File: src/hw/rtl/gnmc_pkg.sv
// Shared constants, types and the neighbor count function of the mine counter.
`timescale 1ns / 1ps
package gnmc_pkg;

   localparam int MAX_WIDTH    = 32;
   localparam int MAX_HEIGHT   = 1024;
   localparam int COL_W        = 5;
   localparam int ROW_W        = 10;
   localparam int WIDTH_REG_W  = 6;
   localparam int HEIGHT_REG_W = 11;
   localparam int COUNT_W      = 4;
   localparam int CSR_DATA_W   = 11;
   localparam int LINE_W       = 2;
   localparam int NUM_SLOTS    = 4;

   localparam logic [WIDTH_REG_W-1:0]  WIDTH_RESET  = 6'd16;
   localparam logic [HEIGHT_REG_W-1:0] HEIGHT_RESET = 11'd16;
   localparam logic [WIDTH_REG_W-1:0]  WIDTH_MAX    = 6'd32;
   localparam logic [HEIGHT_REG_W-1:0] HEIGHT_MAX   = 11'd1024;

   typedef enum logic {
      CSR_GRID_WIDTH  = 1'b0,
      CSR_GRID_HEIGHT = 1'b1
   } csr_index_type;

   typedef struct packed {
      logic [ROW_W-1:0]   row;
      logic [COL_W-1:0]   col;
      logic               mine;
      logic [COUNT_W-1:0] count;
   } result_type;

   // bit 2 = left column, bit 1 = center column, bit 0 = right column
   function automatic logic [COUNT_W-1:0] nbr_count(
      input logic [2:0] up,
      input logic [2:0] mid,
      input logic [2:0] down
   );
      logic [COUNT_W-1:0] sum;
      sum = {3'd0, up[2]} + {3'd0, up[1]} + {3'd0, up[0]}
          + {3'd0, mid[2]} + {3'd0, mid[0]}
          + {3'd0, down[2]} + {3'd0, down[1]} + {3'd0, down[0]};
      if (mid[1]) begin
         sum = '0;
      end
      return sum;
   endfunction

endpackage

File: src/hw/rtl/gnmc_req_if.sv
// Input channel: one grid cell per transfer.
`timescale 1ns / 1ps
interface gnmc_req_if;
   logic valid;
   logic ready;
   logic cell_mine;

   modport source (output valid, output cell_mine, input ready);
   modport sink   (input valid, input cell_mine, output ready);
endinterface

File: src/hw/rtl/gnmc_rsp_if.sv
// Result channel: one reported cell per transfer.
`timescale 1ns / 1ps
interface gnmc_rsp_if;
   logic                          valid;
   logic                          ready;
   logic [gnmc_pkg::ROW_W-1:0]    out_row;
   logic [gnmc_pkg::COL_W-1:0]    out_col;
   logic                          is_mine;
   logic [gnmc_pkg::COUNT_W-1:0]  neighbor_count;
   logic                          last_of_run;

   modport source (output valid, output out_row, output out_col, output is_mine,
                   output neighbor_count, output last_of_run, input ready);
   modport sink   (input valid, input out_row, input out_col, input is_mine,
                   input neighbor_count, input last_of_run, output ready);
endinterface

File: src/hw/rtl/gnmc_ram.sv
// Generic single-write, single-read RAM with registered read data.
`timescale 1ns / 1ps
module gnmc_ram #(
   parameter int WIDTH = 2,
   parameter int DEPTH = 32
) (
   input  logic                     clock,
   input  logic                     wr_en,
   input  logic [$clog2(DEPTH)-1:0] wr_addr,
   input  logic [WIDTH-1:0]         wr_data,
   input  logic                     rd_en,
   input  logic [$clog2(DEPTH)-1:0] rd_addr,
   output logic [WIDTH-1:0]         rd_data
);

   logic [WIDTH-1:0] mem_ff [DEPTH];
   logic [WIDTH-1:0] rd_data_ff;

   always_ff @(posedge clock) begin
      if (wr_en) begin
         mem_ff[wr_addr] <= wr_data;
      end
      if (rd_en) begin
         rd_data_ff <= mem_ff[rd_addr];
      end
   end

   assign rd_data = rd_data_ff;

endmodule

File: src/hw/rtl/grid_neighbor_mine_count.sv
// Top level of the streaming grid neighbor mine counter.
//
// Cells enter on req_chan in raster order, one mine bit per transfer. Each
// cell at row r, column c reports the cell one row up and one column left;
// a row-end cell also reports the last cell of the row above, and on the
// last row the current row is reported as well, so one input causes zero to
// four results on rsp_chan, in row-major order, the final one marked by
// last_of_run. A line memory holds the two rows above, one word per column,
// read when a cell is accepted and written back when it leaves the read
// stage. Results pass the read stage, then the output bank. The bank drains
// one result per cycle while rsp_chan is ready and takes the next cell's
// results as its last pending one leaves; ordinary cells sustain one per
// cycle when rsp_chan does not stall. csr_we writes grid_width (index 0)
// or grid_height (index 1) and restarts the grid. Reset restores 16 by 16
// and restarts the grid. When rsp_chan stalls, the pending results hold and
// one further input waits in the read stage before req_chan.ready drops.
`timescale 1ns / 1ps
module grid_neighbor_mine_count (
   input  logic                              clock,
   input  logic                              reset,
   gnmc_req_if.sink                          req_chan,
   gnmc_rsp_if.source                        rsp_chan,
   input  logic                              csr_we,
   input  gnmc_pkg::csr_index_type           csr_index,
   input  logic [gnmc_pkg::CSR_DATA_W-1:0]   csr_wdata
);

   logic [gnmc_pkg::WIDTH_REG_W-1:0]  width_ff, width_in;
   logic [gnmc_pkg::HEIGHT_REG_W-1:0] height_ff, height_in;
   logic [gnmc_pkg::WIDTH_REG_W-1:0]  w_eff;
   logic [gnmc_pkg::HEIGHT_REG_W-1:0] h_eff;
   logic                              restart;

   logic [gnmc_pkg::COL_W-1:0] col_ff, col_in;
   logic [gnmc_pkg::ROW_W-1:0] row_ff, row_in;
   logic                       row_end, last_row;
   logic                       accept;

   logic                       s1_valid_ff, s1_valid_in;
   logic                       s1_mine_ff, s1_row_end_ff, s1_last_row_ff;
   logic [gnmc_pkg::COL_W-1:0] s1_col_ff;
   logic [gnmc_pkg::ROW_W-1:0] s1_row_ff;
   logic                       fwd_ff;
   logic [gnmc_pkg::LINE_W-1:0] fwd_data_ff;
   logic                       s1_move;

   logic [gnmc_pkg::LINE_W-1:0] ram_rdata, line_word, wr_data;
   logic [2:0]                  vcol, h1_ff, h1_in, h2_ff, h2_in;

   gnmc_pkg::result_type       cand [gnmc_pkg::NUM_SLOTS];
   logic [gnmc_pkg::NUM_SLOTS-1:0] emit;
   gnmc_pkg::result_type       slot_ff [gnmc_pkg::NUM_SLOTS];
   logic [gnmc_pkg::NUM_SLOTS-1:0] pend_ff, pend_in, low_bit;
   logic                       buf_free, rsp_xfer;
   gnmc_pkg::result_type       head;

   assign restart = csr_we;

   always_comb begin
      width_in  = width_ff;
      height_in = height_ff;
      if (csr_we) begin
         unique case (csr_index)
            gnmc_pkg::CSR_GRID_WIDTH:  width_in  = csr_wdata[gnmc_pkg::WIDTH_REG_W-1:0];
            gnmc_pkg::CSR_GRID_HEIGHT: height_in = csr_wdata;
            default: ;
         endcase
      end
   end

   always_comb begin
      priority if (width_ff == '0) begin
         w_eff = 6'd1;
      end else if (width_ff > gnmc_pkg::WIDTH_MAX) begin
         w_eff = gnmc_pkg::WIDTH_MAX;
      end else begin
         w_eff = width_ff;
      end
      priority if (height_ff == '0) begin
         h_eff = 11'd1;
      end else if (height_ff > gnmc_pkg::HEIGHT_MAX) begin
         h_eff = gnmc_pkg::HEIGHT_MAX;
      end else begin
         h_eff = height_ff;
      end
   end

   assign row_end  = ({1'b0, col_ff} == (w_eff - 6'd1));
   assign last_row = ({1'b0, row_ff} == (h_eff - 11'd1));

   // input side
   assign req_chan.ready = !s1_valid_ff || s1_move;
   assign accept         = req_chan.valid && req_chan.ready;

   always_comb begin
      col_in = col_ff;
      row_in = row_ff;
      priority if (restart) begin
         col_in = '0;
         row_in = '0;
      end else if (accept) begin
         if (row_end) begin
            col_in = '0;
            row_in = last_row ? '0 : row_ff + 10'd1;
         end else begin
            col_in = col_ff + 5'd1;
         end
      end else begin
         col_in = col_ff;
         row_in = row_ff;
      end
   end

   assign s1_valid_in = accept || (s1_valid_ff && !s1_move);

   // line memory: bit 1 = row r-2, bit 0 = row r-1
   gnmc_ram #(
      .WIDTH (gnmc_pkg::LINE_W),
      .DEPTH (gnmc_pkg::MAX_WIDTH)
   ) u_line_ram (
      .clock   (clock),
      .wr_en   (s1_move),
      .wr_addr (s1_col_ff),
      .wr_data (wr_data),
      .rd_en   (accept),
      .rd_addr (col_ff),
      .rd_data (ram_rdata)
   );

   always_comb begin
      line_word = fwd_ff ? fwd_data_ff : ram_rdata;
      if (s1_row_ff == '0) begin
         line_word = '0;
      end
      vcol    = {line_word, s1_mine_ff};
      wr_data = {line_word[0], s1_mine_ff};
   end

   // candidate results: (r-1,c-1), (r-1,c), (r,c-1), (r,c)
   always_comb begin
      cand[0].row   = s1_row_ff - 10'd1;
      cand[0].col   = s1_col_ff - 5'd1;
      cand[0].mine  = h1_ff[1];
      cand[0].count = gnmc_pkg::nbr_count({h2_ff[2], h1_ff[2], vcol[2]},
                                          {h2_ff[1], h1_ff[1], vcol[1]},
                                          {h2_ff[0], h1_ff[0], vcol[0]});
      cand[1].row   = s1_row_ff - 10'd1;
      cand[1].col   = s1_col_ff;
      cand[1].mine  = vcol[1];
      cand[1].count = gnmc_pkg::nbr_count({h1_ff[2], vcol[2], 1'b0},
                                          {h1_ff[1], vcol[1], 1'b0},
                                          {h1_ff[0], vcol[0], 1'b0});
      cand[2].row   = s1_row_ff;
      cand[2].col   = s1_col_ff - 5'd1;
      cand[2].mine  = h1_ff[0];
      cand[2].count = gnmc_pkg::nbr_count({h2_ff[1], h1_ff[1], vcol[1]},
                                          {h2_ff[0], h1_ff[0], vcol[0]},
                                          3'b000);
      cand[3].row   = s1_row_ff;
      cand[3].col   = s1_col_ff;
      cand[3].mine  = vcol[0];
      cand[3].count = gnmc_pkg::nbr_count({h1_ff[1], vcol[1], 1'b0},
                                          {h1_ff[0], vcol[0], 1'b0},
                                          3'b000);
      emit[0] = (s1_row_ff != '0) && (s1_col_ff != '0);
      emit[1] = (s1_row_ff != '0) && s1_row_end_ff;
      emit[2] = s1_last_row_ff && (s1_col_ff != '0);
      emit[3] = s1_last_row_ff && s1_row_end_ff;
   end

   // output bank
   assign low_bit  = pend_ff & (~pend_ff + 4'd1);
   assign rsp_xfer = rsp_chan.valid && rsp_chan.ready;
   assign buf_free = (pend_ff == '0) || ((pend_ff == low_bit) && rsp_chan.ready);
   assign s1_move  = s1_valid_ff && ((emit == '0) || buf_free);

   always_comb begin
      pend_in = pend_ff;
      priority if (s1_move && (emit != '0)) begin
         pend_in = emit;
      end else if (rsp_xfer) begin
         pend_in = pend_ff & ~low_bit;
      end else begin
         pend_in = pend_ff;
      end
   end

   always_comb begin
      h1_in = h1_ff;
      h2_in = h2_ff;
      priority if (restart) begin
         h1_in = '0;
         h2_in = '0;
      end else if (s1_move) begin
         if (s1_row_end_ff) begin
            h1_in = '0;
            h2_in = '0;
         end else begin
            h1_in = vcol;
            h2_in = h1_ff;
         end
      end else begin
         h1_in = h1_ff;
         h2_in = h2_ff;
      end
   end

   always_comb begin
      head = slot_ff[0];
      unique case (low_bit)
         4'b0010: head = slot_ff[1];
         4'b0100: head = slot_ff[2];
         4'b1000: head = slot_ff[3];
         default: head = slot_ff[0];
      endcase
   end

   assign rsp_chan.valid          = pend_ff != '0;
   assign rsp_chan.out_row        = head.row;
   assign rsp_chan.out_col        = head.col;
   assign rsp_chan.is_mine        = head.mine;
   assign rsp_chan.neighbor_count = head.count;
   assign rsp_chan.last_of_run    = (pend_ff & ~low_bit) == '0;

   always_ff @(posedge clock) begin
      if (reset) begin
         width_ff    <= gnmc_pkg::WIDTH_RESET;
         height_ff   <= gnmc_pkg::HEIGHT_RESET;
         col_ff      <= '0;
         row_ff      <= '0;
         s1_valid_ff <= 1'b0;
         pend_ff     <= '0;
         h1_ff       <= '0;
         h2_ff       <= '0;
      end else begin
         width_ff    <= width_in;
         height_ff   <= height_in;
         col_ff      <= col_in;
         row_ff      <= row_in;
         s1_valid_ff <= s1_valid_in;
         pend_ff     <= pend_in;
         h1_ff       <= h1_in;
         h2_ff       <= h2_in;
      end
   end

   always_ff @(posedge clock) begin
      if (accept) begin
         s1_mine_ff     <= req_chan.cell_mine;
         s1_col_ff      <= col_ff;
         s1_row_ff      <= row_ff;
         s1_row_end_ff  <= row_end;
         s1_last_row_ff <= last_row;
         fwd_ff         <= s1_move && (s1_col_ff == col_ff);
         fwd_data_ff    <= wr_data;
      end
      if (s1_move && (emit != '0)) begin
         for (int i = 0; i < gnmc_pkg::NUM_SLOTS; i++) begin
            slot_ff[i] <= cand[i];
         end
      end
   end

endmodule
File: src/flat_wrapper.sv
// flat-port wrapper written by rule: the top's interface ports become plain ports
module grid_neighbor_mine_count_flat 
  (clock, reset, csr_we, csr_index, csr_wdata, req_chan_valid, req_chan_cell_mine, req_chan_ready, rsp_chan_valid, rsp_chan_out_row, rsp_chan_out_col, rsp_chan_is_mine, rsp_chan_neighbor_count, rsp_chan_last_of_run, rsp_chan_ready);
  gnmc_req_if req_chan_i ();
  gnmc_rsp_if rsp_chan_i ();
  input  logic clock;
  input  logic reset;
  input  logic csr_we;
  input  gnmc_pkg::csr_index_type csr_index;
  input  logic [gnmc_pkg::CSR_DATA_W-1:0] csr_wdata;
  input wire logic [$bits(req_chan_i.valid)-1:0] req_chan_valid;
  input wire logic [$bits(req_chan_i.cell_mine)-1:0] req_chan_cell_mine;
  output wire logic [$bits(req_chan_i.ready)-1:0] req_chan_ready;
  output wire logic [$bits(rsp_chan_i.valid)-1:0] rsp_chan_valid;
  output wire logic [$bits(rsp_chan_i.out_row)-1:0] rsp_chan_out_row;
  output wire logic [$bits(rsp_chan_i.out_col)-1:0] rsp_chan_out_col;
  output wire logic [$bits(rsp_chan_i.is_mine)-1:0] rsp_chan_is_mine;
  output wire logic [$bits(rsp_chan_i.neighbor_count)-1:0] rsp_chan_neighbor_count;
  output wire logic [$bits(rsp_chan_i.last_of_run)-1:0] rsp_chan_last_of_run;
  input wire logic [$bits(rsp_chan_i.ready)-1:0] rsp_chan_ready;
  assign req_chan_i.valid = req_chan_valid;
  assign req_chan_i.cell_mine = req_chan_cell_mine;
  assign req_chan_ready = req_chan_i.ready;
  assign rsp_chan_valid = rsp_chan_i.valid;
  assign rsp_chan_out_row = rsp_chan_i.out_row;
  assign rsp_chan_out_col = rsp_chan_i.out_col;
  assign rsp_chan_is_mine = rsp_chan_i.is_mine;
  assign rsp_chan_neighbor_count = rsp_chan_i.neighbor_count;
  assign rsp_chan_last_of_run = rsp_chan_i.last_of_run;
  assign rsp_chan_i.ready = rsp_chan_ready;
  grid_neighbor_mine_count u_core (.clock(clock), .reset(reset), .req_chan(req_chan_i), .rsp_chan(rsp_chan_i), .csr_we(csr_we), .csr_index(csr_index), .csr_wdata(csr_wdata));
endmodule
File: config.mk
export PLATFORM = sky130hd
export DESIGN_NAME = grid_neighbor_mine_count_flat
export DESIGN_NICKNAME = d
export VERILOG_FILES = /design/src/hw/rtl/gnmc_pkg.sv /design/src/hw/rtl/gnmc_req_if.sv /design/src/hw/rtl/gnmc_rsp_if.sv /design/src/hw/rtl/gnmc_ram.sv /design/src/hw/rtl/grid_neighbor_mine_count.sv /design/src/flat_wrapper.sv
export SDC_FILE = /design/constraint.sdc
export NUM_CORES = 1
export LEC_CHECK = 0
export BUFFER_PORTS_ARGS = -buffer_cell sky130_fd_sc_hd__buf_2
export CELL_PAD_IN_SITES_DETAIL_PLACEMENT = 1
export CELL_PAD_IN_SITES_GLOBAL_PLACEMENT = 1
export CORE_ASPECT_RATIO = 0.9
export CORE_MARGIN = 2
export CORE_UTILIZATION = 54
export CTS_CLUSTER_SIZE = 10
export DETAILED_ROUTE_END_ITERATION = 10
export GPL_TIMING_DRIVEN = 0
export HOLD_SLACK_MARGIN = 0.12
export PLACE_DENSITY = 0.86
export REMOVE_ABC_BUFFERS = 1
export SLEW_MARGIN = 5
export SYNTH_ARGS = -nofsm -noshare
export SYNTH_HDL_FRONTEND = slang
export SYNTH_SLANG_ARGS = --single-unit
File: constraint.sdc
create_clock -name clock -period 6 [get_ports clock]
set_input_delay 1.2 -clock clock [delete_from_list [all_inputs] [get_ports clock]]
set_output_delay 1.2 -clock clock [all_outputs]
set_load 0.05 [all_outputs]
==> reports/qor.csv <==
metric;value;unit
status;complete, no violations;
clockRootBuffer;clkbuf_16;
synth_warnings;0;
cts_tree;yes;
syn_to_final_growth;10.8;%
path_common_cell;buf_2;
switchingPower;712;uW
syn_avg_cell_area;12.3;um^2
synth-seq-cells;177;
multi_input_area;3410;um^2
cts_resized;0;
max_stage_delay;0.78;ns
clk_pin_slew;0.08;ns
grt_max_degree;39;
async_reset_ff_share;0;%
globalplace.congestion;0.869;
num_vias;5659;
critPathMaxFanout;6;
dr.pass1.iters;4;
diodes;0;
arrival;2.91;ns
dp_hpwl;13400;um
ant_nets;0;
placed_area;8940;um^2
start_kind;input port;
synth_edf_count;134;
busiest_layer;met2;
use_met2;44.4;%
grt_util_met1;32.2;%
power_density;286;nW/um^2
detail_route.drc_violations;0;
cts_hold_buffers;0;
cts_max_level;4;
combPwrFrac;10.0;%
post_synth_num_cell_types;66;
fin_setup_tns;0;ns
cts_sinks;177;
track_usage;25.9;%
insertion_delay;0.45;ns
cp-end-kind;output port;
swShare;26.3;%
tightest_slew;1.26;ns
min_period;4.11;ns
grt_pass1_wl;32600;um
critPathKind;input port to output port;
synthesis.area;8550;um^2
slew-limit-headroom;15.9;%
drt_wl_total;20300;um
pwr-share-seq;51.9;%
drt_iter0_drc;338;
critPathTopFamily;compound AO/OA/AOI/OAI gates;
fillers;1545;
chipWidth;137;um
vdd_drop_max;0.000184;V
post_cts_buffers;0;
clockPowerShare;38.1;%
fp.dieArea;16900;um^2
overflow;0;
fmax;243;MHz
antenna_found_initial;0;
io_buffer_count;40;
fin_area;9480;um^2
crit_buf_inv;2;
grt_setup_unrepaired;false;
leakagePower;0.00331;uW
clock_skew;0.0183;ns
report.final.slew_viol_count;0;
synth-main-ff-cell;edfxtp_1;
ioPinCount;41;
clock_path_buffers;2;
layout-drive-gt1-share;18.0;%
finalHoldViolCount;0;
die_h;123;um
worstPathCellList;buf_2, nor2b_1, o21ai_1, a21oi_1, nand3_1, buf_2;
vias_per_cell;6.05;
required;4.80;ns
start_util;55.4;%
post-route-period-util;68.5;%
seq_area_frac_synth;57.1;%
layout.nets;767;
grt_pass1_vias;6083;
setup_viol;0;
p_int;1990;uW
core-area;15400;um^2
wl_per_cell;21.7;um
grt_util_met3;5.45;%
postSynthCellCount;698;
numCtsBuffers;17;
num_rows;43;
drv_cap;0;
hold_class;flop to flop;
register_area;4890;um^2
slowest_stage;a21oi_1;
through the flow:
stage	cells	hold slack, ns	worst slack (ns)	power, uW	utilization (%)
floorplan	659	0.436	1.88	1610	-
global placement	901	0.450	0.900	1670	57.3
detailed placement	903	0.499	1.87	1700	57.9
CTS	935	0.510	1.85	2720	61.4
global route	935	0.515	1.77	2790	61.4
finish	935	0.510	1.89	2710	61.4
placed cells by master, fill, tap and decap left out, types with 11 or more instances in the layout:
cell type and n:
edfxtp_1 134, nor2_1 79, nand2_1 49, dfxtp_1 42, buf_2 40, inv_1 35
a21oi_1 30, xor2_1 23, mux4_2 20, ha_1 20, mux2_2 19, xnor2_1 17
o21ai_0 17, clkbuf_16 17, nand3_1 16, nor3_1 11
power by group through the flow:
stage | logic [uW] | clock network, uW | registers (uW)
2_1_floorplan | 192 | 0 | 1410
3_3_place_gp | 242 | 0 | 1430
3_5_place_dp | 267 | 0 | 1430
4_1_cts | 273 | 1040 | 1410
5_1_grt | 296 | 1090 | 1410
6_report | 272 | 1030 | 1400
logic make-up after synthesis:
| kind of cell | after synthesis | share of synthesized area [%] |
|---|---|---|
| simple gates | 235 | 13.9 |
| flops | 177 | 57.1 |
| compound gates | 92 | 7.17 |
| buf+inv | 74 | 3.38 |
| mux | 49 | 8.94 |
| xor+xnor | 41 | 4.36 |
| fa+ha+maj | 30 | 5.15 |
worst register-to-register path, stage by stage (launching register included):
cell and delay (ns):
edfxtp_1 0.50, inv_1 0.14, ha_1 0.27, nor3b_1 0.27
nand3_2 0.19, nand2_1 0.19, inv_1 0.07, ha_1 0.27
inv_1 0.08, fa_1 0.42, inv_1 0.08, ha_1 0.14
inv_1 0.05, fa_1 0.48, nor2_1 0.05
cell usage after synthesis, types with 2 or more instances:
cell type	count	area, um^2
a2111oi_0	2	17.5
a211o_1	2	17.5
a211oi_1	4	30.0
a21oi_1	30	150
a22oi_1	5	37.5
a311oi_1	2	17.5
a31oi_1	4	25.0
and2_1	4	25.0
and3_1	6	37.5
and4_1	2	17.5
buf_1	3	11.3
buf_2	9	45.0
clkbuf_1	27	101
dfxtp_1	43	861
edfxtp_1	134	4020
fa_1	9	180
ha_1	20	250
inv_1	35	131
mux2_2	19	214
mux2i_1	10	100
mux4_2	20	450
nand2_1	49	184
nand2b_1	4	25.0
nand3_1	16	80.1
nand3b_1	9	67.6
nand4_1	7	43.8
nor2_1	81	304
nor2b_1	10	62.6
nor3_1	12	60.1
nor3b_1	4	30.0
nor4_1	9	56.3
nor4b_1	2	17.5
o21ai_0	17	85.1
o21ai_1	3	15.0
o21bai_1	2	15.0
o22ai_1	2	12.5
o31ai_1	5	37.5
or2_2	2	12.5
or3_1	7	43.8
or3b_2	3	26.3
xnor2_1	17	149
xor2_1	23	201
area by class of cell:
cell class / count / area share [%]
Tap cell: 202 / 2.67
Clock inverter: 13 / 1.08
Multi-Input combinational cell: 447 / 36.0
Sequential cell: 177 / 51.6
Inverter: 35 / 1.39
Timing Repair Buffer: 42 / 2.69
Clock buffer: 19 / 4.57
flip-flops by register name (all words and copies together), names as in the netlist, 2 cells and up:
register                   count
u_core.slot_ff                47
u_core.row_ff                 10
u_core.u_line_ram.rd_data      2
u_core.height_ff              11
u_core.u_line_ram.mem_ff      64
u_core.width_ff                6
u_core.s1_col_ff               5
u_core.h1_ff                   3
u_core.col_ff                  5
u_core.h2_ff                   3
u_core.pend_ff                 4
u_core.fwd_data_ff             2
u_core.s1_row_ff              10
per-layer routing:
layer	routed length [um]	up-vias
met5	0	-
met4	542	0
met3	691	52
met2	10400	128
met1	8720	2895
li1	-	2584
path summary, 6_finish.rpt:
kind,startpoint,end,depth (start not counted),slack [ns]
hold reg to reg,u_core.h2_ff[2]$_SDFFE_PP0P_,u_core.h2_ff[2]$_SDFFE_PP0P_,2,0.51
setup reg to reg,u_core.s1_row_ff[0]$_DFFE_PP_,u_core.slot_ff[1][1]$_SDFFCE_PP0P_,14,2.54
hold / removal,u_core.h2_ff[2]$_SDFFE_PP0P_,u_core.h2_ff[2]$_SDFFE_PP0P_,2,0.51
setup / recovery,rsp_chan_ready,req_chan_ready,6,1.89
Power figures use the tool's default switching activity.
